### src/xsip_pkg.sv
// Shared types and constants for the XML-skipping signed integer parser.
`timescale 1ns / 1ps

package xsip_pkg;

  localparam int unsigned NEST_BITS = 8;
  localparam logic [NEST_BITS-1:0] NEST_MAX = {NEST_BITS{1'b1}};
  localparam logic [NEST_BITS-1:0] NEST_ONE = {{(NEST_BITS-1){1'b0}}, 1'b1};

  localparam logic [7:0] CH_SPACE = 8'h20;
  localparam logic [7:0] CH_LT    = 8'h3C;
  localparam logic [7:0] CH_GT    = 8'h3E;
  localparam logic [7:0] CH_DASH  = 8'h2D;
  localparam logic [7:0] CH_PLUS  = 8'h2B;
  localparam logic [7:0] CH_QUEST = 8'h3F;
  localparam logic [7:0] CH_BANG  = 8'h21;
  localparam logic [7:0] CH_ZERO  = 8'h30;
  localparam logic [7:0] CH_NINE  = 8'h39;

  // Largest accumulator that still takes a digit without overflow is
  // floor((limit - d) / 10); these are the values for small digits.
  localparam logic [63:0] ACC_LIM64 = 64'd922337203685477580;
  localparam logic [63:0] ACC_LIM32 = 64'd214748364;
  localparam logic [3:0]  DIG_POS_EDGE = 4'd7;
  localparam logic [3:0]  DIG_NEG_EDGE = 4'd8;

  localparam logic KIND_DATA = 1'b0;
  localparam logic KIND_END  = 1'b1;

  localparam logic STATUS_NUMBER    = 1'b0;
  localparam logic STATUS_EARLY_END = 1'b1;

  typedef enum logic [2:0] {
    PH_WS,
    PH_LT,
    PH_LT_BANG,
    PH_LT_BANG_DASH,
    PH_COMMENT,
    PH_CONSTRUCT,
    PH_SIGN,
    PH_DIGITS
  } phase_t;

  // A classified word as it travels from the front end to the back end.
  typedef struct packed {
    logic       at_end;
    logic [7:0] byte_val;
    logic       is_space;
    logic       is_lt;
    logic       is_gt;
    logic       is_dash;
    logic       is_plus;
    logic       is_quest;
    logic       is_bang;
    logic       is_digit;
    logic [3:0] digit;
  } entry_t;

  typedef struct packed {
    logic signed [63:0] value;
    logic               had_digits;
    logic               overflow;
    logic [7:0]         stop_byte;
    logic               stop_valid;
    logic [7:0]         held_byte;
    logic               held_valid;
    logic               status;
  } result_t;

endpackage

### src/xsip_front.sv
// Front end: classifies each accepted input word and pushes it to the queue.
`timescale 1ns / 1ps

module xsip_front (
  input  logic              in_valid,
  input  logic              in_kind,
  input  logic [7:0]        in_data_byte,
  input  logic              q_full,
  output logic              in_stall,
  output logic              q_wr_en,
  output xsip_pkg::entry_t  q_wr_data
);

  logic [7:0] digit_off;

  assign in_stall  = q_full;
  assign q_wr_en   = in_valid & ~q_full;
  assign digit_off = in_data_byte - xsip_pkg::CH_ZERO;

  always_comb begin
    q_wr_data          = '0;
    q_wr_data.at_end   = (in_kind == xsip_pkg::KIND_END);
    q_wr_data.byte_val = in_data_byte;
    q_wr_data.is_space = (in_data_byte <= xsip_pkg::CH_SPACE);
    q_wr_data.is_lt    = (in_data_byte == xsip_pkg::CH_LT);
    q_wr_data.is_gt    = (in_data_byte == xsip_pkg::CH_GT);
    q_wr_data.is_dash  = (in_data_byte == xsip_pkg::CH_DASH);
    q_wr_data.is_plus  = (in_data_byte == xsip_pkg::CH_PLUS);
    q_wr_data.is_quest = (in_data_byte == xsip_pkg::CH_QUEST);
    q_wr_data.is_bang  = (in_data_byte == xsip_pkg::CH_BANG);
    q_wr_data.is_digit = (in_data_byte >= xsip_pkg::CH_ZERO) &&
                         (in_data_byte <= xsip_pkg::CH_NINE);
    q_wr_data.digit    = digit_off[3:0];
  end

endmodule

### src/xsip_queue.sv
// Two-entry queue of classified words between the front and back ends.
`timescale 1ns / 1ps

module xsip_queue (
  input  logic              clk,
  input  logic              rst_n,
  input  logic              wr_en,
  input  xsip_pkg::entry_t  wr_data,
  output logic              full,
  input  logic              rd_en,
  output logic              rd_valid,
  output xsip_pkg::entry_t  rd_data
);

  xsip_pkg::entry_t mem_r [2];
  logic       wr_ptr_r, wr_ptr_nxt;
  logic       rd_ptr_r, rd_ptr_nxt;
  logic [1:0] cnt_r, cnt_nxt;

  assign full     = (cnt_r == 2'd2);
  assign rd_valid = (cnt_r != 2'd0);
  assign rd_data  = mem_r[rd_ptr_r];

  always_comb begin
    wr_ptr_nxt = wr_ptr_r ^ wr_en;
    rd_ptr_nxt = rd_ptr_r ^ rd_en;
    cnt_nxt    = cnt_r + {1'b0, wr_en} - {1'b0, rd_en};
  end

  always_ff @(posedge clk) begin
    if (!rst_n) begin
      wr_ptr_r <= 1'b0;
      rd_ptr_r <= 1'b0;
      cnt_r    <= 2'd0;
    end else begin
      wr_ptr_r <= wr_ptr_nxt;
      rd_ptr_r <= rd_ptr_nxt;
      cnt_r    <= cnt_nxt;
    end
  end

  always_ff @(posedge clk) begin
    if (wr_en) begin
      mem_r[wr_ptr_r] <= wr_data;
    end
  end

endmodule

### src/xsip_back.sv
// Back end: markup skip and number state machine with the result register.
`timescale 1ns / 1ps

module xsip_back (
  input  logic              clk,
  input  logic              rst_n,
  input  logic              long_mode,
  input  logic              q_valid,
  input  xsip_pkg::entry_t  q_data,
  output logic              q_rd_en,
  output logic              out_valid,
  input  logic              out_stall,
  output xsip_pkg::result_t out_res
);

  xsip_pkg::phase_t state_r, state_nxt;
  logic [xsip_pkg::NEST_BITS-1:0] nest_r, nest_nxt, nest_dec;
  logic [1:0]  omc_r, omc_nxt;
  logic [63:0] acc_r, acc_nxt;
  logic        neg_r, neg_nxt;
  logic        ovf_r, ovf_nxt;
  logic        out_valid_r;
  xsip_pkg::result_t res_r;

  logic              take;
  logic              emit;
  logic              clear;
  xsip_pkg::result_t res;

  logic [63:0] acc_m, acc_lim, dig_acc;
  logic        dig_ovf;
  logic [3:0]  dig_edge;
  logic [31:0] val32;
  logic [63:0] val64, num_value;

  assign take      = q_valid & (~out_valid_r | ~out_stall);
  assign q_rd_en   = take;
  assign out_valid = out_valid_r;
  assign out_res   = res_r;

  // Digit step: multiply by ten as two shifts and an add, in the selected width.
  always_comb begin
    acc_m    = long_mode ? acc_r : {32'b0, acc_r[31:0]};
    dig_edge = neg_r ? xsip_pkg::DIG_NEG_EDGE : xsip_pkg::DIG_POS_EDGE;
    acc_lim  = long_mode ? xsip_pkg::ACC_LIM64 : xsip_pkg::ACC_LIM32;
    if (q_data.digit > dig_edge) begin
      acc_lim = acc_lim - 64'd1;
    end
    dig_ovf = (acc_m > acc_lim);
    dig_acc = (acc_m << 3) + (acc_m << 1) + {60'b0, q_data.digit};
    if (!long_mode) begin
      dig_acc[63:32] = 32'b0;
    end
  end

  always_comb begin
    val32     = neg_r ? (32'd0 - acc_r[31:0]) : acc_r[31:0];
    val64     = neg_r ? (64'd0 - acc_r) : acc_r;
    num_value = long_mode ? val64 : {{32{val32[31]}}, val32};
    nest_dec  = (nest_r != '0) ? (nest_r - xsip_pkg::NEST_ONE) : nest_r;
  end

  always_comb begin
    state_nxt = state_r;
    nest_nxt  = nest_r;
    omc_nxt   = omc_r;
    acc_nxt   = acc_r;
    neg_nxt   = neg_r;
    ovf_nxt   = ovf_r;
    emit      = 1'b0;
    clear     = 1'b0;
    res       = '0;
    res.value = num_value;
    res.overflow = ovf_r;

    if (take) begin
      unique case (state_r)
        xsip_pkg::PH_LT: begin
          if (q_data.at_end) begin
            emit           = 1'b1;
            res.stop_byte  = xsip_pkg::CH_LT;
            res.stop_valid = 1'b1;
          end else if (q_data.is_quest) begin
            nest_nxt  = {{(xsip_pkg::NEST_BITS-1){1'b0}}, 1'b1};
            state_nxt = xsip_pkg::PH_CONSTRUCT;
          end else if (q_data.is_bang) begin
            state_nxt = xsip_pkg::PH_LT_BANG;
          end else begin
            emit           = 1'b1;
            res.stop_byte  = xsip_pkg::CH_LT;
            res.stop_valid = 1'b1;
            res.held_byte  = q_data.byte_val;
            res.held_valid = 1'b1;
          end
        end
        xsip_pkg::PH_LT_BANG, xsip_pkg::PH_LT_BANG_DASH: begin
          if (q_data.at_end) begin
            emit = 1'b1;
            res  = '0;
            res.status = xsip_pkg::STATUS_EARLY_END;
          end else if (q_data.is_dash) begin
            state_nxt = (state_r == xsip_pkg::PH_LT_BANG) ?
                        xsip_pkg::PH_LT_BANG_DASH : xsip_pkg::PH_COMMENT;
            omc_nxt   = 2'd0;
          end else if (q_data.is_gt) begin
            // The broken opener already closes on this byte.
            nest_nxt  = '0;
            state_nxt = xsip_pkg::PH_WS;
          end else begin
            nest_nxt  = q_data.is_lt ? {{(xsip_pkg::NEST_BITS-2){1'b0}}, 2'b10}
                                     : {{(xsip_pkg::NEST_BITS-1){1'b0}}, 1'b1};
            state_nxt = xsip_pkg::PH_CONSTRUCT;
          end
        end
        xsip_pkg::PH_COMMENT: begin
          if (q_data.at_end) begin
            emit = 1'b1;
            res  = '0;
            res.status = xsip_pkg::STATUS_EARLY_END;
          end else if ((omc_r == 2'd2) && q_data.is_gt) begin
            omc_nxt   = 2'd0;
            state_nxt = xsip_pkg::PH_WS;
          end else if (q_data.is_dash) begin
            omc_nxt = (omc_r == 2'd2) ? omc_r : (omc_r + 2'd1);
          end else begin
            omc_nxt = 2'd0;
          end
        end
        xsip_pkg::PH_CONSTRUCT: begin
          if (q_data.at_end) begin
            emit = 1'b1;
            res  = '0;
            res.status = xsip_pkg::STATUS_EARLY_END;
          end else if (q_data.is_lt) begin
            if (nest_r != xsip_pkg::NEST_MAX) begin
              nest_nxt = nest_r + xsip_pkg::NEST_ONE;
            end
          end else if (q_data.is_gt) begin
            nest_nxt = nest_dec;
            if (nest_dec == '0) begin
              state_nxt = xsip_pkg::PH_WS;
            end
          end
        end
        xsip_pkg::PH_SIGN, xsip_pkg::PH_DIGITS: begin
          if (q_data.at_end) begin
            emit           = 1'b1;
            res.had_digits = (state_r == xsip_pkg::PH_DIGITS);
          end else if (q_data.is_digit) begin
            acc_nxt   = dig_acc;
            ovf_nxt   = ovf_r | dig_ovf;
            state_nxt = xsip_pkg::PH_DIGITS;
          end else begin
            emit           = 1'b1;
            res.had_digits = (state_r == xsip_pkg::PH_DIGITS);
            res.stop_byte  = q_data.byte_val;
            res.stop_valid = 1'b1;
          end
        end
        default: begin
          state_nxt = xsip_pkg::PH_WS;
          if (q_data.at_end) begin
            emit = 1'b1;
            res  = '0;
            res.status = xsip_pkg::STATUS_EARLY_END;
          end else if (q_data.is_space) begin
            state_nxt = xsip_pkg::PH_WS;
          end else if (q_data.is_lt) begin
            state_nxt = xsip_pkg::PH_LT;
          end else if (q_data.is_dash) begin
            neg_nxt   = 1'b1;
            state_nxt = xsip_pkg::PH_SIGN;
          end else if (q_data.is_plus) begin
            state_nxt = xsip_pkg::PH_SIGN;
          end else if (q_data.is_digit) begin
            acc_nxt   = dig_acc;
            ovf_nxt   = ovf_r | dig_ovf;
            state_nxt = xsip_pkg::PH_DIGITS;
          end else begin
            emit           = 1'b1;
            res.stop_byte  = q_data.byte_val;
            res.stop_valid = 1'b1;
          end
        end
      endcase
      clear = emit;
    end

    // Every result, good or bad, starts the next number from scratch.
    if (clear) begin
      state_nxt = xsip_pkg::PH_WS;
      nest_nxt  = '0;
      omc_nxt   = 2'd0;
      acc_nxt   = 64'd0;
      neg_nxt   = 1'b0;
      ovf_nxt   = 1'b0;
    end
  end

  always_ff @(posedge clk) begin
    if (!rst_n) begin
      state_r     <= xsip_pkg::PH_WS;
      nest_r      <= '0;
      omc_r       <= 2'd0;
      acc_r       <= 64'd0;
      neg_r       <= 1'b0;
      ovf_r       <= 1'b0;
      out_valid_r <= 1'b0;
    end else begin
      state_r <= state_nxt;
      nest_r  <= nest_nxt;
      omc_r   <= omc_nxt;
      acc_r   <= acc_nxt;
      neg_r   <= neg_nxt;
      ovf_r   <= ovf_nxt;
      if (emit) begin
        out_valid_r <= 1'b1;
      end else if (!out_stall) begin
        out_valid_r <= 1'b0;
      end
    end
  end

  always_ff @(posedge clk) begin
    if (emit) begin
      res_r <= res;
    end
  end

endmodule

### src/xml_skip_and_signed_int_parse.sv
// Top level of the XML-skipping signed decimal integer parser.
`timescale 1ns / 1ps

// Takes one text byte per word and returns one word per parsed number: leading
// whitespace, XML comments and <? / <! constructs are skipped, then an optional
// sign and decimal digits are read into a 32-bit or 64-bit value (cfg_data,
// 1 after reset). The block sustains one input word per clock while out_stall
// stays low. An accepted word lands in a two-entry queue; the parsing state
// machine consumes it from the queue head when the output is free to take a
// result, and at that edge also loads any result into the output register
// and raises out_valid; the per-byte limit is the single multiply-by-ten and
// compare step in the back end. While a finished result waits at a stalled
// output, input is still taken until the queue holds two words, then in_stall
// rises; a stalled output holds its result unchanged.
module xml_skip_and_signed_int_parse (
  input  logic               clk,
  input  logic               rst_n,
  input  logic               cfg_we,
  input  logic               cfg_data,
  input  logic               in_valid,
  output logic               in_stall,
  input  logic               in_kind,
  input  logic [7:0]         in_data_byte,
  output logic               out_valid,
  input  logic               out_stall,
  output logic signed [63:0] out_value,
  output logic               out_had_digits,
  output logic               out_overflow,
  output logic [7:0]         out_stop_byte,
  output logic               out_stop_valid,
  output logic [7:0]         out_held_byte,
  output logic               out_held_valid,
  output logic               out_status
);

  logic              long_mode_r;
  logic              q_wr_en;
  xsip_pkg::entry_t  q_wr_data;
  logic              q_full;
  logic              q_rd_en;
  logic              q_valid;
  xsip_pkg::entry_t  q_data;
  xsip_pkg::result_t res;

  always_ff @(posedge clk) begin
    if (!rst_n) begin
      long_mode_r <= 1'b1;
    end else if (cfg_we) begin
      long_mode_r <= cfg_data;
    end
  end

  xsip_front u_front (
    .in_valid     (in_valid),
    .in_kind      (in_kind),
    .in_data_byte (in_data_byte),
    .q_full       (q_full),
    .in_stall     (in_stall),
    .q_wr_en      (q_wr_en),
    .q_wr_data    (q_wr_data)
  );

  xsip_queue u_queue (
    .clk      (clk),
    .rst_n    (rst_n),
    .wr_en    (q_wr_en),
    .wr_data  (q_wr_data),
    .full     (q_full),
    .rd_en    (q_rd_en),
    .rd_valid (q_valid),
    .rd_data  (q_data)
  );

  xsip_back u_back (
    .clk       (clk),
    .rst_n     (rst_n),
    .long_mode (long_mode_r),
    .q_valid   (q_valid),
    .q_data    (q_data),
    .q_rd_en   (q_rd_en),
    .out_valid (out_valid),
    .out_stall (out_stall),
    .out_res   (res)
  );

  assign out_value      = res.value;
  assign out_had_digits = res.had_digits;
  assign out_overflow   = res.overflow;
  assign out_stop_byte  = res.stop_byte;
  assign out_stop_valid = res.stop_valid;
  assign out_held_byte  = res.held_byte;
  assign out_held_valid = res.held_valid;
  assign out_status     = res.status;

endmodule

### config.mk
export PLATFORM = sky130hd
export DESIGN_NAME = xml_skip_and_signed_int_parse
export DESIGN_NICKNAME = d
export VERILOG_FILES = /design/src/xsip_pkg.sv /design/src/xsip_front.sv /design/src/xsip_queue.sv /design/src/xsip_back.sv /design/src/xml_skip_and_signed_int_parse.sv
export SDC_FILE = /design/constraint.sdc
export NUM_CORES = 1
export LEC_CHECK = 0
export BUFFER_PORTS_ARGS = -buffer_cell sky130_fd_sc_hd__clkbuf_2
export CORE_AREA = 4 4 186 234
export DETAILED_ROUTE_END_ITERATION = 12
export DIE_AREA = 0 0 190 238
export PLACE_DENSITY = 0.49
export SYNTH_ARGS = -nofsm -noshare
export SYNTH_HDL_FRONTEND = slang
export SYNTH_SLANG_ARGS = --single-unit
### constraint.sdc
create_clock -name clk -period 7.52 [get_ports clk]
set_input_delay 0.376 -clock clk [delete_from_list [all_inputs] [get_ports clk]]
set_output_delay 0.376 -clock clk [all_outputs]
set_load 0.01 [all_outputs]
Word level (Yosys, flattened, before mapping)
Memory sizes are Yosys's and may differ from the RTL's. A register that Yosys moved wholly into a read port is not among the register bits.
Cells that the tools add are included.
{ "word_totals": {"wordCells": 214, "mem_count": 1, "ramBits": 42, "out_inout_bits": 87, "register_bits": 170, "input_bits": 15} }
{ "memory_table": {"columns": ["name", "words", "word_bits", "rd", "rd_clocked_by_memory_dff", "wr", "line", "source"], "rows": [
  ["u_queue.mem_r", 2, 21, 1, 1, 1, "xsip_queue.sv:15", "xsip_pkg::entry_t mem_r [2];"]
]} }
{ "classes": {"order_cmp": 5, "eq_ne": 38, "bitwise_logic": 15, "n_addsub": 11, "reduce_logical": 19, "n_mux": 106} }
{ "ops": {"columns": ["cell", "n"], "rows": [
  ["2-to-1 mux 64 bit", 11],
  ["one-hot mux 64 bit (2 select lines)", 2],
  ["2-to-1 mux 85 bit", 2],
  ["2-to-1 mux 8 bit", 10],
  ["2-to-1 mux 9 bit", 8],
  ["2-to-1 mux 66 bit", 1],
  ["adder 64 x 4 -> 64 bit", 1],
  ["adder 64 bit", 1],
  ["greater-than comparator 64 bit", 1],
  ["2-to-1 mux 32 bit", 2],
  ["subtractor 1 x 64 -> 64 bit, first input constant", 1],
  ["subtractor 64 x 1 -> 64 bit, second input constant", 1],
  ["2-to-1 mux 3 bit", 21],
  ["2-to-1 mux 60 bit", 1],
  ["one-hot mux 9 bit (3 select lines)", 2],
  ["== test 8 x 6 -> 1 bit, second input constant", 6],
  ["2-to-1 mux 16 bit", 2],
  ["subtractor 1 x 32 -> 32 bit, first input constant", 1],
  ["2-to-1 mux 1 bit", 27],
  ["one-hot mux 8 bit (3 select lines)", 1],
  ["inequality test 2 bit, second input constant", 11],
  ["less-or-equal comparator 8 x 6 -> 1 bit, second input constant", 2],
  ["one-hot mux 3 bit (5 select lines)", 1],
  ["2-to-1 mux 2 bit", 7],
  ["other kinds (40)", 71]
]} }

Longest topological paths before layout
{ "depth": {"depth_word": 12, "ltp_mapped": 23, "ltp_nobuf": 20} }

Cells and area by module
Synthesis repeated with hierarchy kept, for this count alone.
{ "hier_totals": {"cells_unflattened": 1672, "area_unflattened_um2": 15006.9} }
{ "by_module_without_submodules": {"columns": ["mod", "seq_area_each_um2", "cells_per_inst", "area_each_um2", "n_inst"], "rows": [
  ["xsip_back", 4154.0, 1551, 12906.1, 1],
  ["xsip_queue", 1361.3, 86, 1831.8, 1],
  ["xsip_front", 0.0, 32, 235.2, 1],
  ["xml_skip_and_signed_int_parse", 20.0, 3, 33.8, 1]
]} }

Worst setup path before layout
Ideal clock, no wire load.
{ "synth_path": {"kind": "register to register", "start": "reg (tool-made name)", "end": "reg u_back.acc_r[38]", "arrival_ns": 6.339, "synth_period_minus_slack_ns": 6.467, "path_buffers": 4, "required_time_ns": 7.392, "stages_incl_launch_ff": 12, "setup_slack_ns": 1.053, "setup_time_ns": 0.128, "path_cell_list": "dfxtp_1 -> clkbuf_1 -> mux2_2 -> o41ai_1 -> a21oi_1 -> nor2b_1 -> nand2b_1 -> clkbuf_1 -> or3_1 -> clkbuf_1 -> clkbuf_1 -> o21ai_0"} }
{ "synth_rtl": {"columns": ["element", "line", "source"], "rows": [
  ["end signal, assigned", "xsip_back.sv:213", "acc_r <= acc_nxt;"],
  ["end, declared", "xsip_back.sv:19", "logic [63:0] acc_r, acc_nxt;"]
]} }

==> reports/metrics.csv <==
stage,metric,value,unit
status,status,"complete, no violations",
synthesis,fraction of registers with async set/reset,0,%
global_routing,first-pass GRT wire length,66960,µm
route,Detail Route Antenna Nets,0,
worst_setup_path,crit path max fanout,26,
route,total iterations of the first detailed-routing run,5,
floorplanning,Die Area,45220,µm²
timing,Setup Viol. Count Final,0,
worst_setup_path,Reg2Reg Setup Slack,2.58,ns
clocking,CTS root buf,clkbuf_16,
synthesis,Synth area leaders,"edfxtp_1 (25%), ha_1 (12%), dfxtp_1 (12%)",
route,vias per cell,5.388,
floorplanning,effective utilization at floorplan,34.48,%
worst_setup_path,"Arr. time, crit path",5.37,ns
timing,Tcrit/Tclk final,65.67,%
synthesis,#FFs+latches synth,205,
power,switching power,0.001177,W
placement,RD Place Congestion,0.8751,
worst_setup_path,path depth of the worst reg2reg path,15,
power,Net Sw Frac,32.46,%
placement,Inst Count DP,2203,
final_layout,Final Net Count,1829,
worst_setup_path,FF-to-FF End,u_back.acc_r[60],
clocking,clk_lat worst skew,0.56,ns
route,highest routed layer,met4,
clocking,total CTS buffers,25,
synthesis,Syn. warnings,0,
floorplanning,Top-Level Pins,102,
synthesis,synthesized cell area,14320,µm²
hold_path,"Endpoint, Worst Hold",u_queue.mem_r[1][18],
global_routing,GRT Util Overall,18.10,%
synthesis,Synth Net Count,1772,
route,met3 wire len,1400,µm
final_layout,layout cells sized above 1,10.53,%
clocking,CTS tree,done,
power,P per Cell Area,224.5,nW/µm²
route,DRT Wirelength,41590,µm
timing,Slew HR,28.05,%
synthesis,register area share after synthesis,36.99,%
timing,endpoints failing hold,0,
synthesis,synth cell count leaders,"nand2_1 (188), a21oi_1 (161), ha_1 (140), nor2_1 (140), edfxtp_1 (119)",
global_routing,initial antenna violation count,1,
global_routing,pin count of the biggest net entering global routing,68,
global_routing,total gr overflow,0,
timing,highest clock rate,202.5,MHz
timing,pin slew with the least headroom to its limit,1.071,ns
job,Max Cap Viol,0,
worst_setup_path,Setup crit start kind,flop,
synthesis,syn_area_per_cell,8.865,µm²
worst_setup_path,Top delay family on crit path,compound AO/OA/AOI/OAI gates,
clocking,Worst-path clk slew,0.06,ns
synthesis,leading area contributor after synthesis,edfxtp_1,
floorplanning,Die W,190,µm
power,Internal Power,0.002450,W
floorplanning,num rows,84,
synthesis,Post-synth EDFFs,119,
synthesis,top-count cell post-synth,nand2_1,
synthesis,Mapped Cells,1615,
global_routing,vias in the first global route,12300,
timing,final worst clock skew,0.01167,ns
power,share of total power in sequential cells,41.9,%
timing,final number of max-transition violations,0,
floorplanning,core area,41510,µm²
hold_path,hold path depth,1,
timing,Setup WS post-layout,2.582,ns
final_layout,post-route cell area,16160,µm²
power,"IR drop worst, VDD",0.1494,mV
placement,PortBufs,101,
power,Comb power frac,24.2,%
route,DRC,0,
worst_setup_path,cell-by-cell trace of the critical path,buf_4 > mux2i_1 > inv_1 > fa_1 > fa_1 > a211oi_1 > o21a_1 > a211oi_1 > o21ai_1 > o31ai_1 > a31oi_1 > o221ai_1 > o221ai_1 > a2111o_1 > o211ai_1,
synthesis,Yosys top cell area share,24.96,%
power,Leak,6.947,nW
power,total power draw,0.003627,W
placement,placed wire-length estimate,30630,µm
placement,dpl cell area,15320,µm²
route,wire length per cell,18.47,µm
timing,minimum clock period,4.938,ns
route,met2 wire length,20600,µm
power,Clock Power Share,33.9,%
worst_setup_path,crit path kind,flop to flop,
hold_path,Hold Crit Start,in_data_byte[6],
worst_setup_path,CP max stage delay,0.55,ns
worst_setup_path,slowest CP cell,a31oi_1,
route,vias,12130,
synthesis,Yosys cell types,76,
worst_setup_path,Crit path required time,7.96,ns
timing,setup_tns,0,ns
hold_path,Hold Path Class,input pin to flop,
clocking,CTS H-tree lvls,1,
clocking,setup bufs post-CTS,0,
final_layout,Layout Cells excl Fill,2251,
timing,RSZ-0062 raised after global routing,false,
clocking,CTS sink count,205,
synthesis,Synth Flop Type,edfxtp_1,
final_layout,synth-to-layout area growth,12.88,%
route,met1 WL,18210,µm
clocking,Max clock buf depth,3,
floorplanning,die height,238,µm
route,initial drt markers,676,
placement,pre-CTS setup slack,2.544,ns
worst_setup_path,crit end category,flop,
worst_setup_path,WP buf/inv,2,
## worst max-delay path by stage
stage                             endpoint  startpoint  cells past startpoint  slack [ns]
after floorplan           u_back.acc_r[38]        flop                     11        1.05
after global placement    u_back.acc_r[60]        flop                     15        2.67
after detailed placement  u_back.acc_r[60]        flop                     15        2.54
after CTS                 u_back.acc_r[60]        flop                     15        2.52
after global routing      u_back.acc_r[60]        flop                     15        2.17
final                     u_back.acc_r[60]        flop                     15        2.58
## cell type report
cell class	instances	area [µm²]
Tap cell	559	699.4
Fill cell	4268	25350
Timing Repair Buffer	116	620.6
Antenna cell	1	2.502
Inverter	37	138.9
Sequential cell	205	5298
Multi-Input combinational cell	1287	8578
Clock buffer	32	661.9
Clock inverter	14	161.4
## cells by family (layout without fill, tap and decap cells)
family                   count (synthesis)  in the layout  synth area share [%]
flip-flops                             205            205                 36.99
multiplexers                            21             21                 1.494
AO/OA/AOI/OAI                          438            438                 19.21
buffers and inverters                  123            199                 3.242
adder cells (fa/ha/maj)                142            142                 12.52
other                                    0              1                     0
XOR/XNOR                               126            126                 7.708
AND/OR/NAND/NOR                        560            560                 18.84
## routing by layer
metal | track usage [%] | up-vias
met5 | 0 | -
met4 | 6.228 | 0
met3 | 1.975 | 71
met2 | 32.63 | 238
met1 | 22.45 | 5799
li1 | - | 6021
## what timing repair did
action | in CTS | in global routing
resized for setup | 0 | 0
hold endpoints to repair | 2 | 0
hold buffers | 1 | 0
## metrics by stage
stage	hold slack, ns	util, %
detailed placement	0.4529	36.91
finish	0.05955	38.93
global placement	0.4438	36.91
CTS	0.03081	38.92
global route	0.04483	38.92
floorplan	0.4323	-
## power by group through the flow
stage	Sequential (W)	Combinational, W	Clock (W)
floorplan	0.00162	0.000462	0
CTS	0.00153	0.000902	0.00127
global placement	0.00154	0.000893	0
global route	0.00154	0.000978	0.00130
detailed placement	0.00155	0.000898	0
finish	0.00152	0.000876	0.00123
## state kept, by name, summed over array words and instances (netlist names), named ones only
register / cells
u_queue.wr_ptr_r: 1
u_back.ovf_r: 1
u_queue.cnt_r: 2
u_back.out_valid: 1
u_queue.rd_ptr_r: 1
u_back.state_r: 3
long_mode_r: 1
u_back.out_res: 85
u_back.nest_r: 8
u_back.omc_r: 2
u_queue.mem_r: 34
u_back.acc_r: 64
u_back.neg_r: 1
## layout by cell type, fill, tap and decap left out, types with 8 or more instances in the layout
master / count
clkbuf_16: 25
xnor2_1: 59
mux2i_1: 18
or3_1: 18
edfxtp_1: 119
nand2_1: 188
o41ai_1: 9
o21a_1: 8
ha_1: 140
a21o_1: 36
a31oi_1: 14
o21bai_1: 12
nand3_1: 26
buf_4: 14
nor4_1: 13
xor2_1: 67
inv_1: 37
nor2_1: 139
a21oi_1: 161
nor2b_1: 17
dfxtp_1: 84
o211ai_1: 8
or4_1: 12
nor3_1: 29
o221ai_1: 9
and2_1: 41
clkbuf_2: 101
nand4_1: 25
o21ai_0: 88
o31ai_1: 23
and3_1: 16
a211oi_1: 12
No activity file was read; power rests on OpenSTA's default activity.
